File: src/design/bbc_pkg.sv
package bbc_pkg;

	localparam int unsigned STACK_DEPTH_DEF = 64;

	localparam logic [7:0] CHR_LPAREN = 8'h28;
	localparam logic [7:0] CHR_RPAREN = 8'h29;
	localparam logic [7:0] CHR_LSQUARE = 8'h5B;
	localparam logic [7:0] CHR_RSQUARE = 8'h5D;
	localparam logic [7:0] CHR_LCURLY = 8'h7B;
	localparam logic [7:0] CHR_RCURLY = 8'h7D;

	typedef enum logic [1:0] {
		CODE_PAREN  = 2'd0,
		CODE_SQUARE = 2'd1,
		CODE_CURLY  = 2'd2
	} code_t;

	typedef struct packed {
		logic  push;
		logic  pop;
		logic  clear;
		code_t code;
	} stack_cmd_t;

	typedef struct packed {
		logic  empty;
		logic  single;
		logic  full;
		code_t top;
	} stack_stat_t;

	typedef struct packed {
		logic  hit;
		code_t code;
	} bracket_t;

	function automatic bracket_t decode_open(input logic [7:0] c);
		bracket_t r;
		r.hit  = 1'b1;
		r.code = CODE_PAREN;
		unique case (c)
			CHR_LPAREN:  r.code = CODE_PAREN;
			CHR_LSQUARE: r.code = CODE_SQUARE;
			CHR_LCURLY:  r.code = CODE_CURLY;
			default:     r.hit  = 1'b0;
		endcase
		return r;
	endfunction

	function automatic bracket_t decode_close(input logic [7:0] c);
		bracket_t r;
		r.hit  = 1'b1;
		r.code = CODE_PAREN;
		unique case (c)
			CHR_RPAREN:  r.code = CODE_PAREN;
			CHR_RSQUARE: r.code = CODE_SQUARE;
			CHR_RCURLY:  r.code = CODE_CURLY;
			default:     r.hit  = 1'b0;
		endcase
		return r;
	endfunction

endpackage

File: src/design/bbc_stack.sv
module bbc_stack #(
	parameter int unsigned DEPTH = bbc_pkg::STACK_DEPTH_DEF
) (
	input  logic                clk,
	input  logic                arst_n,
	input  bbc_pkg::stack_cmd_t cmd,
	output bbc_pkg::stack_stat_t stat
);
	import bbc_pkg::*;

	localparam int unsigned CW = $clog2(DEPTH + 1);
	localparam int unsigned AW = $clog2(DEPTH);

	code_t          mem [DEPTH];
	code_t          top_q;
	code_t          rd_q;
	logic [CW-1:0]  count_q;
	logic [CW-1:0]  count_n;
	logic [CW-1:0]  below_n;
	logic [AW-1:0]  rd_addr;
	logic [AW-1:0]  wr_addr;

	always_comb begin
		if (cmd.clear) begin
			count_n = '0;
		end else if (cmd.push) begin
			count_n = count_q + CW'(1);
		end else if (cmd.pop) begin
			count_n = count_q - CW'(1);
		end else begin
			count_n = count_q;
		end
	end

	// prefetch the entry under the next top
	assign below_n = count_n - CW'(2);
	assign rd_addr = below_n[AW-1:0];
	assign wr_addr = count_q[AW-1:0];

	always_ff @(posedge clk) begin
		if (cmd.push) begin
			mem[wr_addr] <= cmd.code;
		end
		rd_q <= mem[rd_addr];
	end

	always_ff @(posedge clk) begin
		if (cmd.push) begin
			top_q <= cmd.code;
		end else if (cmd.pop) begin
			top_q <= rd_q;
		end
	end

	always_ff @(posedge clk or negedge arst_n) begin
		if (!arst_n) begin
			count_q <= '0;
		end else begin
			count_q <= count_n;
		end
	end

	assign stat.empty  = (count_q == '0);
	assign stat.single = (count_q == CW'(1));
	assign stat.full   = (count_q == CW'(DEPTH));
	assign stat.top    = top_q;

endmodule

File: config.mk
export PLATFORM = sky130hd
export DESIGN_NAME = bbc_stack
export DESIGN_NICKNAME = d
export VERILOG_FILES = /design/src/design/bbc_pkg.sv /design/src/design/bbc_stack.sv
export SDC_FILE = /design/constraint.sdc
export NUM_CORES = 1
export LEC_CHECK = 0
export BUFFER_PORTS_ARGS = -buffer_cell sky130_fd_sc_hd__buf_2
export CAP_MARGIN = 10
export CORE_UTILIZATION = 41
export CTS_BUF_LIST = sky130_fd_sc_hd__clkbuf_2 sky130_fd_sc_hd__clkbuf_4 sky130_fd_sc_hd__clkbuf_8
export DETAILED_ROUTE_END_ITERATION = 12
export SLEW_MARGIN = 20
export SYNTH_ARGS = -nofsm -noshare
export SYNTH_HDL_FRONTEND = slang
export SYNTH_SLANG_ARGS = --single-unit
File: constraint.sdc
create_clock -name clk -period 5.3 [get_ports clk]
set_clock_uncertainty 0.2 [all_clocks]
set_input_delay 1.06 -clock clk [delete_from_list [all_inputs] [get_ports clk]]
set_output_delay 1.06 -clock clk [all_outputs]
set_load 0.005 [all_outputs]
==> results.json <==
{
  "preCtsSetupSlack_ps": 984,
  "synthToLayoutAreaGrowth_pct": 10.9,
  "io_buffers": 11,
  "drive_gt1_frac": 0.147,
  "rows": 45,
  "yosysTopAreaCellShare": 0.609,
  "cp.arrival_ps": 4380,
  "worst-path-max-fanout": 19,
  "place_congestion": 0.807,
  "drt-wirelength-per-cell_um": 19.9,
  "yosysWarnings": 0,
  "initial_core_util": 0.420,
  "antenna_found_initial": 0,
  "min_path_type": "in -> async",
  "yosysMostFrequentCell": "edfxtp_1",
  "cts_tree": "done",
  "finalWirelength_um": 14100,
  "clkTransAtPathRegs_ps": 90,
  "cts.path.max_buffers": 2,
  "cts_resized": 0,
  "fmax_ghz": 0.236,
  "yosysUniqueCellTypes": 47,
  "grt_pass1_vias": 3971,
  "syn_area_per_cell_um2": 13.5,
  "grt_use_total": 0.188,
  "cts_hold_buf": 0,
  "yosys-top-cells-count": "edfxtp_1, nor2_1, mux2i_1, inv_1, o31ai_1",
  "powerDensity_mw_per_mm2": 368,
  "setup_slack_ps": 1050,
  "insertion_delay_ps": 450,
  "syn_inst": 476,
  "cellLeakagePower_nw": 2.53,
  "critPathCaptureType": "flip-flop",
  "cts-root-buf": "clkbuf_8",
  "yosys_most_used_dff": "edfxtp_1",
  "grt-ovfl-total": 0,
  "synth_area_leader_cell": "edfxtp_1",
  "async_flop_share": 0.0504,
  "synth_top_cells_by_area": "edfxtp_1, mux2i_1, nor2_1",
  "drtAntennaViolNets": 0,
  "fin_tns_setup_ps": 0,
  "cts_inserted_buffers": 17,
  "worst_pin_slew_ps": 1010,
  "dpl.hpwl_um": 8640,
  "finalNetCount": 494,
  "setup_viol_count_final": 0,
  "via_count": 3933,
  "fin_crit_ps": 4250,
  "io-pin-count": 12,
  "die_y_um": 127,
  "period_share": 0.801,
  "outcome": "finished clean",
  "core_mm2": 0.0153,
  "vdd_drop_max_uv": 148,
  "drc": 0,
  "grt_max_degree": 66,
  "synth_seq_cells": 139,
  "ys_seq_area_frac": 0.642,
  "rsz0062_at_grt": "no",
  "die-width_um": 127,
  "post-cts-setup-buffers": 0,
  "drv_cap": 0,
  "diodes": 0,
  "grt_pass1_wl_um": 22400,
  "slew-limit-headroom": 0.324,
  "syn-num-nets": 488,
  "maxSlewViolCount": 0,
  "htree_levels": 4,
  "cp-start-kind": "flip-flop",
  "drtIter0Drc": 528,
  "fp.dieArea_mm2": 0.0161,
  "vias_per_cell": 5.57,
  "cp.required_ps": 5430,
  "hold_viol": 0,
  "synth-edff-count": 130,
  "firstDrtPassIters": 5,
  "mappedNetlistArea_mm2": 0.00641,
  "clock-sinks": 139,
  "worstSetupPathType": "reg -> reg"
}
-- path summary, 6_finish.rpt --
kind	startpoint	end	slack, ps	cells past startpoint
worst max-delay path	count_q[0]$_DFF_PN0_	rd_q[0]$_DFF_P_	1050	14
worst min-delay path	arst_n	count_q[1]$_DFF_PN0_	230	1
worst max register to register	count_q[0]$_DFF_PN0_	rd_q[0]$_DFF_P_	1050	14
worst min register to register	rd_q[0]$_DFF_P_	top_q[0]$_DFFE_PP_	380	1
max in group asynchronous	arst_n	count_q[5]$_DFF_PN0_	4500	1
min in group clk	rd_q[0]$_DFF_P_	top_q[0]$_DFFE_PP_	380	1
-- per-layer routing --
layer	vias to the layer above	wire length (µm)	global-route usage
met5	-	0	0
met4	0	323	0.0805
met3	21	813	0.0532
met2	145	6670	0.294
met1	1950	6250	0.248
li1	1817	-	-
-- logic make-up (layout without fill, tap and decap cells) --
group / Yosys count / after routing / synth area share
DFF: 139 / 139 / 0.642
and+or+nand+nor: 124 / 124 / 0.0925
AOI/OAI and AO/OA: 74 / 74 / 0.0904
buffers and inverters: 71 / 90 / 0.0492
muxes: 57 / 57 / 0.105
xor gates and xnor gates: 6 / 6 / 0.0105
adders and majority gates: 5 / 5 / 0.00976
-- through the flow --
stage	instance area [µm²]	utilization	power, mW	hold slack [ps]	instances
3_3_place_gp	6630	0.434	1.61	376	674
4_1_cts	7110	0.466	2.63	209	706
6_report	7110	0.466	2.61	227	706
3_5_place_dp	6630	0.434	1.62	349	674
2_1_floorplan	6410	-	1.51	309	476
5_1_grt	7110	0.466	2.71	210	706
-- cells in the final DEF (no fill, tap or decap), types with 2 or more instances in the layout --
master | synthesis | routed
edfxtp_1 | 130 | 130
nor2_1 | 70 | 70
mux2i_1 | 46 | 46
inv_1 | 36 | 36
o31ai_1 | 33 | 33
clkbuf_8 | 0 | 17
o2111ai_1 | 16 | 16
o211ai_1 | 16 | 16
nand2_1 | 12 | 12
buf_2 | 9 | 11
nand4_1 | 9 | 9
buf_4 | 3 | 9
nand3_1 | 8 | 8
mux4_2 | 8 | 8
dfrtp_1 | 7 | 7
bufinv_16 | 0 | 6
ha_1 | 5 | 5
nand3b_1 | 4 | 4
nor3_1 | 4 | 4
nor2b_1 | 3 | 3
mux2_2 | 3 | 3
clkinvlp_4 | 0 | 3
clkinv_4 | 0 | 3
or2_2 | 2 | 2
xnor2_1 | 2 | 2
clkinv_1 | 1 | 2
a311oi_1 | 2 | 2
xor2_1 | 2 | 2
nor3b_1 | 2 | 2
nor4b_1 | 2 | 2
dfxtp_1 | 2 | 2
-- flip-flops by register name (all words and copies together), names as in the netlist --
register / flops
count_q: 7
mem: 128
rd_q: 2
top_q: 2
-- report_power, final --
group	internal (mW)	switching (mW)
sequential	1.22	0.0230
combinational	0.136	0.209
clock	0.608	0.414
total	1.97	0.647
-- critical path, cell delays in order, from the launching register on --
cell	delay (ps)
dfrtp_1	680
inv_1	190
ha_1	370
and3b_1	220
a31o_2	390
inv_2	240
ha_1	560
clkinv_1	210
a311oi_1	260
buf_4	220
o211ai_1	100
nand4_1	110
mux2i_1	80
mux2i_1	180
mux2i_1	100
-- area by class of cell --
type                    instances  area, µm²
clock buffers                  17        234
clock inverters                15        246
fillers                      1356       8150
inverters                      38        143
multi-input cells             266       1980
flip-flops and latches        139       4120
well taps                     211        264
repair buffers                 20        123
No activity file was read; power rests on OpenSTA's default activity.
